[src/rtl/lcdw_pkg.sv]
// Shared types and constants for the character LCD writer.
// Used by every module of the block; no dependencies.
package lcdw_pkg;

    typedef enum logic [1:0] {
        FUNC_INIT   = 2'd0,
        FUNC_PLACE  = 2'd1,
        FUNC_NUMBER = 2'd2,
        FUNC_APPEND = 2'd3
    } lcdw_func_t;

    typedef struct packed {
        lcdw_func_t  func;
        logic [7:0]  char_code;
        logic [7:0]  cursor;
        logic [2:0]  len;
    } lcdw_ctl_t;

    localparam logic [7:0]  CMD_SET_DDRAM = 8'h80;
    localparam logic [7:0]  ROW1_OFFSET   = 8'h40;
    localparam logic [3:0]  COL_MAX       = 4'd15;
    localparam logic [7:0]  CMD_FUNC_SET  = 8'h38;
    localparam logic [7:0]  CMD_DISP_ON   = 8'h0C;
    localparam logic [7:0]  CMD_ENTRY     = 8'h06;
    localparam logic [7:0]  CMD_CLEAR     = 8'h01;
    localparam logic [7:0]  ASCII_ZERO    = 8'h30;
    localparam logic [2:0]  INIT_LAST_IDX = 3'd3;
    localparam logic [2:0]  PLACE_LAST_IDX = 3'd1;
    localparam logic [2:0]  APPEND_LAST_IDX = 3'd0;

    // floor(x / 10) == (x * DIV10_MUL) >> DIV10_SHIFT for any x below 2**32
    localparam logic [31:0] DIV10_MUL   = 32'hCCCC_CCCD;
    localparam int          DIV10_SHIFT = 35;

    function automatic logic [7:0] init_cmd(input logic [1:0] idx);
        logic [7:0] cmd;
        case (idx)
            2'd0:    cmd = CMD_FUNC_SET;
            2'd1:    cmd = CMD_DISP_ON;
            2'd2:    cmd = CMD_ENTRY;
            default: cmd = CMD_CLEAR;
        endcase
        return cmd;
    endfunction

endpackage

[src/rtl/lcdw_front.sv]
// Input stage: registers a request, clamps the cursor and digit count.
// Depends on lcdw_pkg.
module lcdw_front #(
    parameter int NUMBER_WIDTH = 16,
    parameter int ND           = 5
) (
    input  logic                    clk,
    input  logic                    rst_n,
    input  logic                    in_valid,
    output logic                    in_stall,
    input  logic [1:0]              func,
    input  logic [7:0]              char_code,
    input  logic [NUMBER_WIDTH-1:0] number,
    input  logic [2:0]              digit_count,
    input  logic [7:0]              column,
    input  logic [7:0]              row,
    input  logic                    down_ready,
    output logic                    v_out,
    output lcdw_pkg::lcdw_ctl_t     ctl_out,
    output logic [NUMBER_WIDTH-1:0] num_out
);

    localparam logic [2:0] ND_L = 3'(ND);

    logic                    v_reg;
    lcdw_pkg::lcdw_ctl_t     ctl_reg;
    lcdw_pkg::lcdw_ctl_t     ctl_next;
    logic [NUMBER_WIDTH-1:0] num_reg;
    logic                    ready;
    logic [3:0]              col;

    assign ready    = !v_reg || down_ready;
    assign in_stall = !ready;

    always_comb
    begin
        col = (column > 8'(lcdw_pkg::COL_MAX)) ? lcdw_pkg::COL_MAX : column[3:0];
        ctl_next.func      = lcdw_pkg::lcdw_func_t'(func);
        ctl_next.char_code = char_code;
        ctl_next.cursor    = lcdw_pkg::CMD_SET_DDRAM | {4'd0, col}
                             | ((row != 8'd0) ? lcdw_pkg::ROW1_OFFSET : 8'd0);
        ctl_next.len       = (digit_count > ND_L) ? ND_L : digit_count;
    end

    always_ff @(posedge clk or negedge rst_n)
    begin
        if (!rst_n)
        begin
            v_reg <= 1'b0;
        end
        else if (ready)
        begin
            v_reg <= in_valid;
        end
    end

    always_ff @(posedge clk)
    begin
        if (ready && in_valid)
        begin
            ctl_reg <= ctl_next;
            num_reg <= number;
        end
    end

    assign v_out   = v_reg;
    assign ctl_out = ctl_reg;
    assign num_out = num_reg;

endmodule

[src/rtl/lcdw_digit_stage.sv]
// One pipeline stage of the decimal split: divides by ten, keeps the remainder.
// Depends on lcdw_pkg.
module lcdw_digit_stage #(
    parameter int NUMBER_WIDTH = 16,
    parameter int ND           = 5,
    parameter int SLOT         = 0
) (
    input  logic                    clk,
    input  logic                    rst_n,
    input  logic                    v_in,
    output logic                    ready_up,
    input  lcdw_pkg::lcdw_ctl_t     ctl_in,
    input  logic [NUMBER_WIDTH-1:0] num_in,
    input  logic [ND*4-1:0]         dig_in,
    input  logic                    down_ready,
    output logic                    v_out,
    output lcdw_pkg::lcdw_ctl_t     ctl_out,
    output logic [NUMBER_WIDTH-1:0] num_out,
    output logic [ND*4-1:0]         dig_out
);

    logic                    v_reg;
    lcdw_pkg::lcdw_ctl_t     ctl_reg;
    logic [NUMBER_WIDTH-1:0] num_reg;
    logic [ND*4-1:0]         dig_reg;
    logic [ND*4-1:0]         dig_next;
    logic [NUMBER_WIDTH+31:0] prod;
    logic [NUMBER_WIDTH+31:0] prod_sh;
    logic [NUMBER_WIDTH-1:0] quot;
    logic [3:0]              rem;

    assign ready_up = !v_reg || down_ready;

    always_comb
    begin
        prod    = (NUMBER_WIDTH+32)'(num_in) * (NUMBER_WIDTH+32)'(lcdw_pkg::DIV10_MUL);
        prod_sh = prod >> lcdw_pkg::DIV10_SHIFT;
        quot    = prod_sh[NUMBER_WIDTH-1:0];
        rem     = num_in[3:0] - ({quot[0], 3'b000} + {quot[2:0], 1'b0});
        dig_next                = dig_in;
        dig_next[SLOT*4 +: 4]   = rem;
    end

    always_ff @(posedge clk or negedge rst_n)
    begin
        if (!rst_n)
        begin
            v_reg <= 1'b0;
        end
        else if (ready_up)
        begin
            v_reg <= v_in;
        end
    end

    always_ff @(posedge clk)
    begin
        if (ready_up && v_in)
        begin
            ctl_reg <= ctl_in;
            num_reg <= quot;
            dig_reg <= dig_next;
        end
    end

    assign v_out   = v_reg;
    assign ctl_out = ctl_reg;
    assign num_out = num_reg;
    assign dig_out = dig_reg;

endmodule

[src/rtl/lcdw_serializer.sv]
// Output stage: walks one request's transfers into a registered bus output.
// Depends on lcdw_pkg.
module lcdw_serializer #(
    parameter int ND = 5
) (
    input  logic                clk,
    input  logic                rst_n,
    input  logic                v_in,
    output logic                ready_up,
    input  lcdw_pkg::lcdw_ctl_t ctl_in,
    input  logic [ND*4-1:0]     dig_in,
    output logic                out_valid,
    input  logic                out_stall,
    output logic                is_data,
    output logic [7:0]          bus_byte,
    output logic                last
);

    localparam int IW = (ND > 1) ? $clog2(ND) : 1;

    logic                busy_reg;
    lcdw_pkg::lcdw_ctl_t ctl_reg;
    logic [ND*4-1:0]     dig_reg;
    logic [2:0]          k_reg;
    logic                out_valid_reg;
    logic                is_data_reg;
    logic [7:0]          byte_reg;
    logic                last_reg;

    logic                out_free;
    logic                emit;
    logic                cur_data;
    logic [7:0]          cur_byte;
    logic                cur_last;
    logic [2:0]          pos;
    logic [IW-1:0]       dsel;
    logic [3:0]          digit;

    always_comb
    begin
        pos   = ctl_reg.len - k_reg;
        dsel  = pos[IW-1:0];
        digit = dig_reg[dsel*4 +: 4];
        cur_data = 1'b1;
        cur_byte = ctl_reg.char_code;
        cur_last = 1'b1;
        unique case (ctl_reg.func)
            lcdw_pkg::FUNC_INIT:
            begin
                cur_data = 1'b0;
                cur_byte = lcdw_pkg::init_cmd(k_reg[1:0]);
                cur_last = (k_reg == lcdw_pkg::INIT_LAST_IDX);
            end
            lcdw_pkg::FUNC_PLACE:
            begin
                cur_data = (k_reg != 3'd0);
                cur_byte = (k_reg == 3'd0) ? ctl_reg.cursor : ctl_reg.char_code;
                cur_last = (k_reg == lcdw_pkg::PLACE_LAST_IDX);
            end
            lcdw_pkg::FUNC_NUMBER:
            begin
                cur_data = (k_reg != 3'd0);
                cur_byte = (k_reg == 3'd0) ? ctl_reg.cursor
                                           : (lcdw_pkg::ASCII_ZERO | {4'd0, digit});
                cur_last = (k_reg == ctl_reg.len);
            end
            lcdw_pkg::FUNC_APPEND:
            begin
                cur_data = 1'b1;
                cur_byte = ctl_reg.char_code;
                cur_last = (k_reg == lcdw_pkg::APPEND_LAST_IDX);
            end
            default:
            begin
                cur_data = 1'b1;
                cur_byte = ctl_reg.char_code;
                cur_last = 1'b1;
            end
        endcase
    end

    assign out_free = !out_valid_reg || !out_stall;
    assign emit     = busy_reg && out_free;
    assign ready_up = !busy_reg || (emit && cur_last);

    always_ff @(posedge clk or negedge rst_n)
    begin
        if (!rst_n)
        begin
            busy_reg      <= 1'b0;
            out_valid_reg <= 1'b0;
            k_reg         <= 3'd0;
        end
        else
        begin
            if (out_free)
            begin
                out_valid_reg <= busy_reg;
            end
            if (ready_up)
            begin
                busy_reg <= v_in;
                k_reg    <= 3'd0;
            end
            else if (emit)
            begin
                k_reg <= k_reg + 3'd1;
            end
        end
    end

    always_ff @(posedge clk)
    begin
        if (ready_up && v_in)
        begin
            ctl_reg <= ctl_in;
            dig_reg <= dig_in;
        end
        if (emit)
        begin
            is_data_reg <= cur_data;
            byte_reg    <= cur_byte;
            last_reg    <= cur_last;
        end
    end

    assign out_valid = out_valid_reg;
    assign is_data   = is_data_reg;
    assign bus_byte  = byte_reg;
    assign last      = last_reg;

endmodule

[src/rtl/char_lcd_text_and_number_writer_core.sv]
// Character LCD writer: requests in, command and data byte transfers out.
// The first transfer of a request passes the input register, the digit stages and the
// serializer registers in that order. The output serializer emits one transfer per cycle
// while out_stall is low (init has 4 transfers, append 1) and takes the next request as
// it emits the last transfer of the current one.
// Reset clears all valid and busy flags; payload registers are not reset.
module char_lcd_text_and_number_writer_core #(
    parameter int NUMBER_WIDTH = 16,
    parameter int MAX_DIGITS   = 5
) (
    input  logic                    clk,
    input  logic                    rst_n,
    input  logic                    in_valid,
    output logic                    in_stall,
    input  logic [1:0]              func,
    input  logic [7:0]              char_code,
    input  logic [NUMBER_WIDTH-1:0] number,
    input  logic [2:0]              digit_count,
    input  logic [7:0]              column,
    input  logic [7:0]              row,
    output logic                    out_valid,
    input  logic                    out_stall,
    output logic                    is_data,
    output logic [7:0]              bus_byte,
    output logic                    last
);

    localparam int ND = (MAX_DIGITS > 7) ? 7 : MAX_DIGITS;

    logic                    v_s   [ND+1];
    logic                    rdy_s [ND+1];
    lcdw_pkg::lcdw_ctl_t     ctl_s [ND+1];
    logic [NUMBER_WIDTH-1:0] num_s [ND+1];
    logic [ND*4-1:0]         dig_s [ND+1];

    lcdw_front #(
        .NUMBER_WIDTH (NUMBER_WIDTH),
        .ND           (ND)
    ) u_front (
        .clk         (clk),
        .rst_n       (rst_n),
        .in_valid    (in_valid),
        .in_stall    (in_stall),
        .func        (func),
        .char_code   (char_code),
        .number      (number),
        .digit_count (digit_count),
        .column      (column),
        .row         (row),
        .down_ready  (rdy_s[0]),
        .v_out       (v_s[0]),
        .ctl_out     (ctl_s[0]),
        .num_out     (num_s[0])
    );

    assign dig_s[0] = '0;

    for (genvar i = 0; i < ND; i++)
    begin : g_digit
        lcdw_digit_stage #(
            .NUMBER_WIDTH (NUMBER_WIDTH),
            .ND           (ND),
            .SLOT         (i)
        ) u_stage (
            .clk        (clk),
            .rst_n      (rst_n),
            .v_in       (v_s[i]),
            .ready_up   (rdy_s[i]),
            .ctl_in     (ctl_s[i]),
            .num_in     (num_s[i]),
            .dig_in     (dig_s[i]),
            .down_ready (rdy_s[i+1]),
            .v_out      (v_s[i+1]),
            .ctl_out    (ctl_s[i+1]),
            .num_out    (num_s[i+1]),
            .dig_out    (dig_s[i+1])
        );
    end

    lcdw_serializer #(
        .ND (ND)
    ) u_ser (
        .clk       (clk),
        .rst_n     (rst_n),
        .v_in      (v_s[ND]),
        .ready_up  (rdy_s[ND]),
        .ctl_in    (ctl_s[ND]),
        .dig_in    (dig_s[ND]),
        .out_valid (out_valid),
        .out_stall (out_stall),
        .is_data   (is_data),
        .bus_byte  (bus_byte),
        .last      (last)
    );

endmodule

[config.mk]
export PLATFORM = sky130hd
export DESIGN_NAME = char_lcd_text_and_number_writer_core
export DESIGN_NICKNAME = d
export VERILOG_FILES = /design/src/rtl/lcdw_pkg.sv /design/src/rtl/lcdw_front.sv /design/src/rtl/lcdw_digit_stage.sv /design/src/rtl/lcdw_serializer.sv /design/src/rtl/char_lcd_text_and_number_writer_core.sv
export SDC_FILE = /design/constraint.sdc
export NUM_CORES = 1
export LEC_CHECK = 0
export BUFFER_PORTS_ARGS = -buffer_cell sky130_fd_sc_hd__buf_4
export CORE_MARGIN = 4
export CORE_UTILIZATION = 70
export CTS_BUF_LIST = sky130_fd_sc_hd__clkbuf_4
export DETAILED_ROUTE_END_ITERATION = 8
export PLACE_DENSITY = 0.88
export SETUP_SLACK_MARGIN = 0.02
export SYNTH_ARGS = -nofsm -noshare
export SYNTH_HDL_FRONTEND = slang
export SYNTH_SLANG_ARGS = --single-unit
[constraint.sdc]
create_clock -name clk -period 8.8 [get_ports clk]
set_clock_uncertainty 0.15 [all_clocks]
set_input_delay 1.76 -clock clk [delete_from_list [all_inputs] [get_ports clk]]
set_output_delay 1.76 -clock clk [all_outputs]
set_load 0.03 [all_outputs]
==> flow_summary.toml, run 1 <==
[drt]
drt-total-wl_um = 44900
drc = 0
vias = 13500
firstDrtPassIters = 5
avgRoutedWirePerCell_um = 18.9
viasPerCell = 5.67
antenna_left = 0
drt_iter0_markers = 763

[layout]
syn_to_final_growth_pct = 8.51
drive_above_1_share = 0.104
final_core_util = 0.768
largest_reg_flops = 90
nets = 2584
fin_area_mm2 = 0.0242

[setup_path]
max_stage_delay_ns = 0.59
worst_r2r_path_depth = 20
crit_path_start_kind = "register"
cpMostUsedCell = "fa_1"
crit_path_max_fanout = 7
worstPathArrival_ns = 6.89
reg2reg_slack_ns = 2.16
crit_family = "adder cells"
r2r-start = "u_front.num_out[1]$_DFFE_PP_"
r2r-end = "g_digit[0].u_stage.num_out[12]$_DFFE_PP_"
crit_buf_inv = 4
crit_chain = "ha_1 -> fa_1 -> inv_1 -> fa_1 -> inv_1 -> fa_1 -> fa_1 -> inv_1 -> fa_1 -> inv_1 -> ha_1 -> nand4_1 -> nor3_2 -> o2111ai_1 -> a311oi_2 -> a21oi_2 -> o31ai_4 -> a41o_2 -> a21oi_2 -> xnor2_1"
slowest_stage = "fa_1"
cp.required_ns = 9.04
cp-end-kind = "register"
timing.setup.critical_path_class = "register to register"

[placement]
portBuffers = 60
dp_hpwl_um = 34000
postPlaceCellArea_mm2 = 0.0233
gp_congestion = 0.901

[clock_network]
cts_resized = 0
cts_made_buffers = 69
cts_sinks = 282
h-tree-depth = 3
postCtsSetupRepairBufs = 0
cts_root_buffer = "clkbuf_4"
cts_hold_buf = 0
clk_pin_slew_ns = 0.09
insertion_delay_ns = 0.70
cts_buffer_depth = 3
cts_tree = "built"

[logic_synthesis]
syn_area_per_cell_um2 = 12.4
synth_flop_cell = "edfxtp_1"
async_flop_share = 0.0390
syn_nets = 2457
synth_area_mm2 = 0.0223
yosysSeqAreaShare = 0.378
ys_warn_count = 0
synth_cell_types = 69
syn_inst = 1793
yosys_register_bits = 282
synth-edff-count = 271

[worst_hold_path]
min_to = "g_digit[3].u_stage.ctl_out[2]$_DFFE_PP_"
hp-start = "g_digit[2].u_stage.ctl_out[2]$_DFFE_PP_"
hp-class = "register to register"
hold_depth = 0

[timing]
fmax_ghz = 0.150
setup_violations = 0
period_minus_slack_ns = 6.64
setup_tns_ns = 0
worst_slew_pin_slew_ns = 1.13
slew_headroom = 0.244
hold_viol = 0
rsz0062_at_grt = "no"
maxSlewViolCount = 0
min_period_over_period = 0.755

[floorplan]
pin_count = 61
core_mm2 = 0.0315
start_util = 0.708
fp.dieArea_mm2 = 0.0348
core.rowCount = 65
die_w_um = 186
die_height_um = 186

[grt]
grt_pass1_wl_um = 74800
antenna_found_initial = 1
grt_usage = 0.267
grt_pass1_vias = 15000
grt_max_degree = 42
gr-total-overflow = 0

[run]
drv_cap = 0

[outcome]
outcome = "finished clean"
-- cells in the final DEF, fill, tap and decap left out, types with 9 or more instances in the layout --
cell and n:
nand4_1 9, o21ai_0 22, a21oi_1 44, clkinv_1 18
nand2b_1 16, fa_1 208, buf_4 65, nand3_1 23
xor2_1 19, ha_1 407, a21o_1 21, nor2_1 40
inv_1 454, and2_1 11, dfrtp_1 11, clkbuf_4 95
or2_2 12, edfxtp_1 271, nand2_1 47, xnor2_1 49
-- worst reg2reg max path, cell delays in order (launching register included) --
cell and delay [ns]:
edfxtp_1 0.54, ha_1 0.39, fa_1 0.59, inv_1 0.08, fa_1 0.55, inv_1 0.07
fa_1 0.50, fa_1 0.56, inv_1 0.08, fa_1 0.54, inv_1 0.04, ha_1 0.31
nand4_1 0.16, nor3_2 0.23, o2111ai_1 0.21, a311oi_2 0.40, a21oi_2 0.13, o31ai_4 0.31
a41o_2 0.28, a21oi_2 0.07, xnor2_1 0.13
-- synth_stat cells (all sizes together) (3+ instances only) --
master | count | area share
nor3 | 8 | 0.0020
nand2b | 16 | 0.0045
xor2 | 19 | 0.0075
inv | 454 | 0.076
and3 | 4 | 0.0011
a21o | 21 | 0.0071
o21a | 6 | 0.0020
a31o | 3 | 0.0012
dfrtp | 11 | 0.012
a21oi | 46 | 0.011
clkbuf | 7 | 0.0012
and2 | 11 | 0.0031
mux2i | 4 | 0.0018
a222oi | 4 | 0.0018
a41oi | 4 | 0.0019
nand4 | 10 | 0.0031
a221o | 3 | 0.0013
nand3 | 23 | 0.0052
nand2 | 47 | 0.0079
a31oi | 8 | 0.0022
nor2 | 41 | 0.0070
nor2b | 9 | 0.0025
xnor2 | 49 | 0.019
edfxtp | 271 | 0.37
o211a | 3 | 0.0013
a211oi | 4 | 0.0013
mux4 | 4 | 0.0040
nor4 | 4 | 0.0011
o21bai | 4 | 0.0015
a21boi | 6 | 0.0020
ha | 407 | 0.23
a41o | 3 | 0.0014
or2 | 12 | 0.0034
fa | 208 | 0.19
o21ai | 25 | 0.0056
-- stage by stage --
stage / worst slack (ns) / hold WS, ns / instances
finish: 2.16 / 0.228 / 2376
global route: 1.86 / 0.238 / 2376
floorplan: 2.86 / 0.250 / 1793
detailed placement: 2.26 / 0.255 / 2251
global placement: 2.42 / 0.251 / 2251
CTS: 2.12 / 0.223 / 2375
-- cell families (layout without fill, tap and decap cells) --
kind of cell	count (synthesis)	count (layout)	share of synthesized area
other	0	1	0
AO/OA/AOI/OAI	163	163	0.0521
buffers and inverters	463	643	0.0780
multiplexers	8	8	0.00584
adder cells (fa/ha/maj)	615	615	0.415
XOR/XNOR	68	68	0.0267
flip-flops	282	282	0.378
AND/OR/NAND/NOR	194	194	0.0444
-- routing by layer --
metal	track usage	share of wire
met1	0.330	0.40
met2	0.477	0.52
met4	0.0973	0.036
met5	0	0
met3	0.0432	0.042
-- worst max-delay path by stage --
stage | from | to | slack (ns) | depth (start not counted)
finish | u_front.num_out[1]$_DFFE_PP_ | g_digit[0].u_stage.num_out[12]$_DFFE_PP_ | 2.16 | 20
global route | u_front.num_out[8]$_DFFE_PP_ | g_digit[0].u_stage.num_out[12]$_DFFE_PP_ | 1.86 | 22
CTS | u_front.num_out[1]$_DFFE_PP_ | g_digit[0].u_stage.num_out[12]$_DFFE_PP_ | 2.12 | 20
detailed placement | u_front.num_out[1]$_DFFE_PP_ | g_digit[0].u_stage.num_out[12]$_DFFE_PP_ | 2.26 | 20
global placement | u_front.num_out[1]$_DFFE_PP_ | g_digit[0].u_stage.num_out[12]$_DFFE_PP_ | 2.42 | 20
floorplan | u_front.num_out[1]$_DFFE_PP_ | g_digit[0].u_stage.num_out[12]$_DFFE_PP_ | 2.86 | 20
-- final cells by class --
cell class,instances,area (um^2)
clock inverter,29,194
timing repair buffer,65,488
sequential,282,8410
multi-input combinational,1048,12200
clock buffer,95,713
fill,1716,7290
antenna,1,2.50
tap,402,503
inverter,454,1700
Power of run 1 is left out: the tool's default activity adds up to more than one toggle a clock period on the data nets, which glitch-free logic cannot reach.
==> inputs of run 2 (changes only) <==
--- a/config.mk
+++ b/config.mk
@@ -5,12 +5,13 @@
 export SDC_FILE = /design/constraint.sdc
 export NUM_CORES = 1
 export LEC_CHECK = 0
+export ABC_AREA = 1
 export BUFFER_PORTS_ARGS = -buffer_cell sky130_fd_sc_hd__buf_4
 export CORE_MARGIN = 4
-export CORE_UTILIZATION = 70
+export CORE_UTILIZATION = 66
 export CTS_BUF_LIST = sky130_fd_sc_hd__clkbuf_4
 export DETAILED_ROUTE_END_ITERATION = 8
-export PLACE_DENSITY = 0.88
+export PLACE_DENSITY = 0.84
 export SETUP_SLACK_MARGIN = 0.02
 export SYNTH_ARGS = -nofsm -noshare
 export SYNTH_HDL_FRONTEND = slang
==> constraint.sdc (replaced) <==
create_clock -name clk -period 6.37 [get_ports clk]
set_clock_uncertainty 0.15 [all_clocks]
set_input_delay 1.274 -clock clk [delete_from_list [all_inputs] [get_ports clk]]
set_output_delay 1.274 -clock clk [all_outputs]
set_load 0.03 [all_outputs]
==> run 2 against run 1 <==
  * Non-clock buffer count up 17
  * Critical endpoint is now g_digit[0].u_stage.dig_out[3]$_DFFE_PP_
  * Global-route usage up 0.16 points
  * Critical path depth is 9 higher
==> flow_summary.toml, run 2 <==
[clock_network]
clk_pin_slew_ns = 0.08
cts_buffer_depth = 3
cts_root_buffer = "clkbuf_4"
cts_tree = "built"
cts_hold_buf = 0
cts_sinks = 282
insertion_delay_ns = 0.67
h-tree-depth = 3
cts_made_buffers = 68

[logic_synthesis]
yosysTopAreaCell = "edfxtp_1"
synth-edff-count = 271
yosysSeqAreaShare = 0.340
ys_warn_count = 0
async_flop_share = 0.0390
synth_flop_cell = "edfxtp_1"
synth_cell_types = 45
yosysMostFrequentCell = "inv_1"
syn_nets = 3134
syn_area_per_cell_um2 = 10.0
synth_area_mm2 = 0.0248
ys_top_cells_by_count = "592 x inv_1, 407 x ha_1, 345 x nand2_1"
yosysTopAreaCellShare = 0.328
syn_inst = 2470
synthTopCellsByArea = "edfxtp_1 33%, ha_1 21%, fa_1 17%, inv_1 9.0%, nand2_1 5.2%"
yosys_register_bits = 282

[setup_path]
crit_family = "adder cells"
r2r-start = "u_front.num_out[6]$_DFFE_PP_"
cpMostUsedCell = "inv_1"
max_stage_delay_ns = 0.59
slowest_stage = "fa_1"
timing.setup.critical_path_class = "register to register"
worstPathArrival_ns = 6.39
cp.required_ns = 6.66
worst_r2r_path_depth = 29
crit_path_max_fanout = 3
reg2reg_slack_ns = 0.27
r2r-end = "g_digit[0].u_stage.dig_out[3]$_DFFE_PP_"
crit_path_start_kind = "register"
crit_buf_inv = 8
cp-end-kind = "register"

[timing]
worst_slew_pin_slew_ns = 1.06
hold_viol = 0
fmax_ghz = 0.164
maxSlewViolCount = 0
setup_violations = 0
period_minus_slack_ns = 6.10
slew_headroom = 0.294
min_period_over_period = 0.957
setup_tns_ns = 0

[floorplan]
core_mm2 = 0.0368
start_util = 0.674
die_height_um = 202
pin_count = 61
die_w_um = 202
core.rowCount = 70
fp.dieArea_mm2 = 0.0407

[grt]
grt_usage = 0.268
gr-total-overflow = 0
antenna_found_initial = 1
grt_pass1_wl_um = 88800
grt_pass1_vias = 18400
grt_max_degree = 42

[drt]
antenna_left = 0
drc = 0
viasPerCell = 5.63
drt_iter0_markers = 1221
avgRoutedWirePerCell_um = 17.7
vias = 17600
firstDrtPassIters = 5
drt-total-wl_um = 55300

[run]
drv_cap = 0

[layout]
multi_input_area_mm2 = 0.0142
fin_area_mm2 = 0.0269
syn_to_final_growth_pct = 8.68
nets = 3281
layout_common_cells = "591 x inv_1, 402 x ha_1, 344 x nand2_1"
drive_above_1_share = 0.0875
largest_reg_flops = 90
fill_cells = 2509
seq_area_mm2 = 0.00841
final_core_util = 0.732
final_common_cell = "inv_1"
fin_cells = 3131

[worst_hold_path]
hp-start = "g_digit[3].u_stage.dig_out[15]$_DFFE_PP_"
hold_depth = 0
hp-class = "register to register"
min_to = "g_digit[4].u_stage.dig_out[15]$_DFFE_PP_"

[placement]
gp_congestion = 0.923
postPlaceCellArea_mm2 = 0.0259
dp_hpwl_um = 44800
portBuffers = 60
place_inst = 3005

[outcome]
outcome = "finished clean"
[run 2: changes by cell type after synthesis, moves of 16 or more]
cell      previous run  this run
a21oi_1             44       135
inv_1              454       592
nand2_1             47       345
nand2b_1            16         0
nand3_1             23        71
nand4_1              9        26
nor2_1              40       120
o21ai_0             22        78
xnor2_1             49        23
[run 2: what timing repair did]
action / CTS / global route
setup buffers: 0 / 10
resized for setup: 0 / 17
endpoints found under the setup margin: 0 / 1
[run 2: logic make-up after synthesis]
kind of cell	count (synthesis)	synth area share
flops	282	0.340
simple gates	626	0.109
buf+inv	601	0.0912
xor+xnor	50	0.0177
compound gates	296	0.0689
fa+ha+maj	615	0.374
[run 2: through the flow]
step | worst slack [ns] | hold slack (ns)
final | 0.273 | 0.224
after global routing | -0.0701 | 0.205
after CTS | 0.171 | 0.207
after detailed placement | 0.141 | 0.255
after global placement | 0.185 | 0.251
after floorplan | 0.565 | 0.250
[run 2: metal layers]
metal / up-vias / global-route usage / share of wire
li1: 8406 / - / -
met4: 0 / 0.0894 / 0.031
met5: - / 0 / 0
met3: 129 / 0.0363 / 0.048
met1: 8532 / 0.344 / 0.41
met2: 550 / 0.474 / 0.51
[run 2: final cells by class]
| cell class | instances | area share |
|---|---|---|
| Clock inverter | 20 | 0.00599 |
| Multi-Input combinational cell | 1587 | 0.527 |
| Inverter | 596 | 0.0831 |
| Tap cell | 468 | 0.0217 |
| Timing Repair Buffer | 82 | 0.0229 |
| Sequential cell | 282 | 0.312 |
| Antenna cell | 1 | 0.0000929 |
| Clock buffer | 95 | 0.0265 |
[run 2: how the worst max path moves through the flow]
| stage | from | endpoint | slack [ns] | cells after the start |
|---|---|---|---|---|
| after detailed placement | u_front.num_out[8]$_DFFE_PP_ | g_digit[0].u_stage.dig_out[3]$_DFFE_PP_ | 0.14 | 27 |
| final | u_front.num_out[6]$_DFFE_PP_ | g_digit[0].u_stage.dig_out[3]$_DFFE_PP_ | 0.27 | 29 |
| after global placement | u_front.num_out[8]$_DFFE_PP_ | g_digit[0].u_stage.dig_out[3]$_DFFE_PP_ | 0.18 | 27 |
| after global routing | u_front.num_out[6]$_DFFE_PP_ | g_digit[0].u_stage.dig_out[3]$_DFFE_PP_ | -0.07 | 29 |
| after CTS | u_front.num_out[14]$_DFFE_PP_ | g_digit[0].u_stage.dig_out[3]$_DFFE_PP_ | 0.17 | 25 |
| after floorplan | u_front.num_out[1]$_DFFE_PP_ | g_digit[0].u_stage.dig_out[3]$_DFFE_PP_ | 0.56 | 25 |
[run 2: worst reg2reg max path: cells and delay by family (launching register included)]
kind | cells | cell delay [ns]
xor+xnor | 2 | 0.35
compound gates | 2 | 0.28
flops | 1 | 0.42
buf+inv | 8 | 0.56
simple gates | 9 | 0.81
fa+ha+maj | 8 | 3.33
Power of run 2 is left out for the same reason.
==> inputs of run 3 (changes only) <==
--- a/config.mk
+++ b/config.mk
@@ -11,7 +11,7 @@
 export CORE_UTILIZATION = 66
 export CTS_BUF_LIST = sky130_fd_sc_hd__clkbuf_4
 export DETAILED_ROUTE_END_ITERATION = 8
-export PLACE_DENSITY = 0.84
+export PLACE_DENSITY = 0.92
 export SETUP_SLACK_MARGIN = 0.02
 export SYNTH_ARGS = -nofsm -noshare
 export SYNTH_HDL_FRONTEND = slang
==> run 3 against run 2 <==
  * Via count rose by 6.7%
  * Sequential share of layout area is essentially flat
  * Routed wire length grew 14%
  * Clock-buffer cell count down 6
  * Critical path depth shrank 2
  * Register-to-register slack worse by 0.11 ns
  * Final area about the same
  * Highest routed layer unchanged
  * Global-route usage is 4.2 points higher
  * Non-clock buffer count grew 3
  * Die area did not move
  * Worst hold slack got worse by 0.0010 ns
==> flow_summary.toml, run 3 (synthesized netlist as in run 2, its figures left out) <==
[setup_path]
timing.setup.critical_path_class = "register to register"
cp-end-kind = "register"
crit_path_start_kind = "register"
worstPathArrival_ns = 6.48
r2r-end = "g_digit[0].u_stage.dig_out[3]$_DFFE_PP_"
r2r-start = "u_front.num_out[12]$_DFFE_PP_"
crit_start = "u_front.num_out[12]$_DFFE_PP_"
crit_path_end = "g_digit[0].u_stage.dig_out[3]$_DFFE_PP_"
cp.required_ns = 6.64
reg2reg_slack_ns = 0.16
worst_r2r_path_depth = 27
crit_path_max_fanout = 4

[timing]
worst_slew_pin_slew_ns = 1.05
period_minus_slack_ns = 6.21
maxSlewViolCount = 0
rsz0062_at_grt = "yes"
hold_viol = 0
fmax_ghz = 0.161
setup_violations = 0
slew_headroom = 0.296
min_period_over_period = 0.975

[drt]
drt-total-wl_um = 63000
vias = 18800
drc = 0
viasPerCell = 5.99
drt_iter0_markers = 1878
firstDrtPassIters = 5
antenna_left = 0
avgRoutedWirePerCell_um = 20.1

[layout]
drive_above_1_share = 0.0907
largest_reg_flops = 90
layout_common_cells = "589 x inv_1, 402 x ha_1, 342 x nand2_1"
fin_area_mm2 = 0.0269
final_common_cell = "inv_1"
syn_to_final_growth_pct = 8.67
nets = 3286

[grt]
grt_usage = 0.310
grt_pass1_wl_um = 101000
grt_pass1_vias = 20000
antenna_found_initial = 2
gr-total-overflow = 0
grt_max_degree = 42

[clock_network]
insertion_delay_ns = 0.70
cts_tree = "built"
cts_hold_buf = 0
h-tree-depth = 3
cts_made_buffers = 70
cts_sinks = 282
clk_pin_slew_ns = 0.07
cts_root_buffer = "clkbuf_4"
cts_buffer_depth = 3

[outcome]
outcome = "finished clean"

[floorplan]
pin_count = 61
die_w_um = 202
fp.dieArea_mm2 = 0.0407
core_mm2 = 0.0368
die_height_um = 202
start_util = 0.674
core.rowCount = 70

[placement]
postPlaceCellArea_mm2 = 0.0259
dp_hpwl_um = 47000
gp_congestion = 0.938
portBuffers = 60

[worst_hold_path]
hp-start = "g_digit[0].u_stage.ctl_out[12]$_DFFE_PP_"
hp-class = "register to register"

[run]
drv_cap = 0
[run 3: cell count changes in the layout (fill, tap and decap cells not counted), moves of 2 or more]
cell	before	now
buf_4	82	85
inv_2	5	10
nand2_2	4	6
nor2_2	3	7
clkbuf_4	95	89
a21oi_2	1	3
fa_2	3	7
nand2_1	344	342
nor2_1	117	114
a21oi_1	134	132
inv_6	4	0
clkinv_1	8	19
inv_1	591	589
fa_1	205	201
[run 3: repair_timing]
| action | in CTS | in global routing |
|---|---|---|
| resized for setup | 2 | 27 |
| setup buffers | 1 | 14 |
| setup endpoints to repair | 1 | 3 |
| pin swaps | 1 | 9 |
[run 3: per-stage QoR]
step	hold WS, ns	cells	TNS, ns	util	setup WS, ns
4_1_cts	0.222	3123	0	0.726	0.0555
2_1_floorplan	0.250	2470	0	-	0.565
5_1_grt	0.237	3138	-0.0554	0.732	-0.0554
6_report	0.223	3138	0	0.732	0.159
3_3_place_gp	0.251	3003	0	0.703	0.206
3_5_place_dp	0.255	3003	0	0.703	0.105
[run 3: layer usage]
metal	part of all wire	GRT usage
met5	0	0
met4	0.063	0.161
met3	0.079	0.0643
met2	0.49	0.531
met1	0.37	0.371
[run 3: layout make-up]
cell class / instances / area (um^2)
Antenna cell: 1 / 2.50
Clock buffer: 89 / 668
Clock inverter: 30 / 156
Fill cell: 2350 / 9860
Inverter: 596 / 2240
Multi-Input combinational cell: 1587 / 14200
Sequential cell: 282 / 8410
Tap cell: 468 / 586
Timing Repair Buffer: 85 / 638
[run 3: worst min path at each step]
stage                     cells after the start  slack, ns                                  endpoint
after floorplan                               0       0.25   g_digit[0].u_stage.ctl_out[0]$_DFFE_PP_
after global placement                        0       0.25  g_digit[2].u_stage.ctl_out[20]$_DFFE_PP_
after detailed placement                      0       0.25  g_digit[1].u_stage.ctl_out[12]$_DFFE_PP_
after global routing                          1       0.24                u_ser.k_reg[2]$_DFFE_PN0P_
after CTS                                     1       0.22      g_digit[4].u_stage.v_out$_DFFE_PN0P_
final                                         0       0.22  g_digit[1].u_stage.ctl_out[12]$_DFFE_PP_
[run 3: worst max-delay path: stages, from the launching register on]
cell      delay, ns
edfxtp_1       0.50
ha_1           0.30
fa_1           0.61
inv_1          0.08
fa_2           0.54
fa_1           0.58
inv_2          0.07
fa_1           0.50
inv_1          0.06
fa_1           0.54
inv_1          0.07
ha_4           0.25
nand2_1        0.06
nand2_1        0.10
a21oi_2        0.17
o21bai_1       0.09
nand2_1        0.06
nand2_1        0.09
a21oi_2        0.13
nand2_2        0.09
xor2_2         0.16
ha_2           0.22
xor2_2         0.16
nand3_1        0.13
nand2_1        0.09
nand2_1        0.05
nand2_1        0.06
inv_1          0.05
Power of run 3 is left out for the same reason.
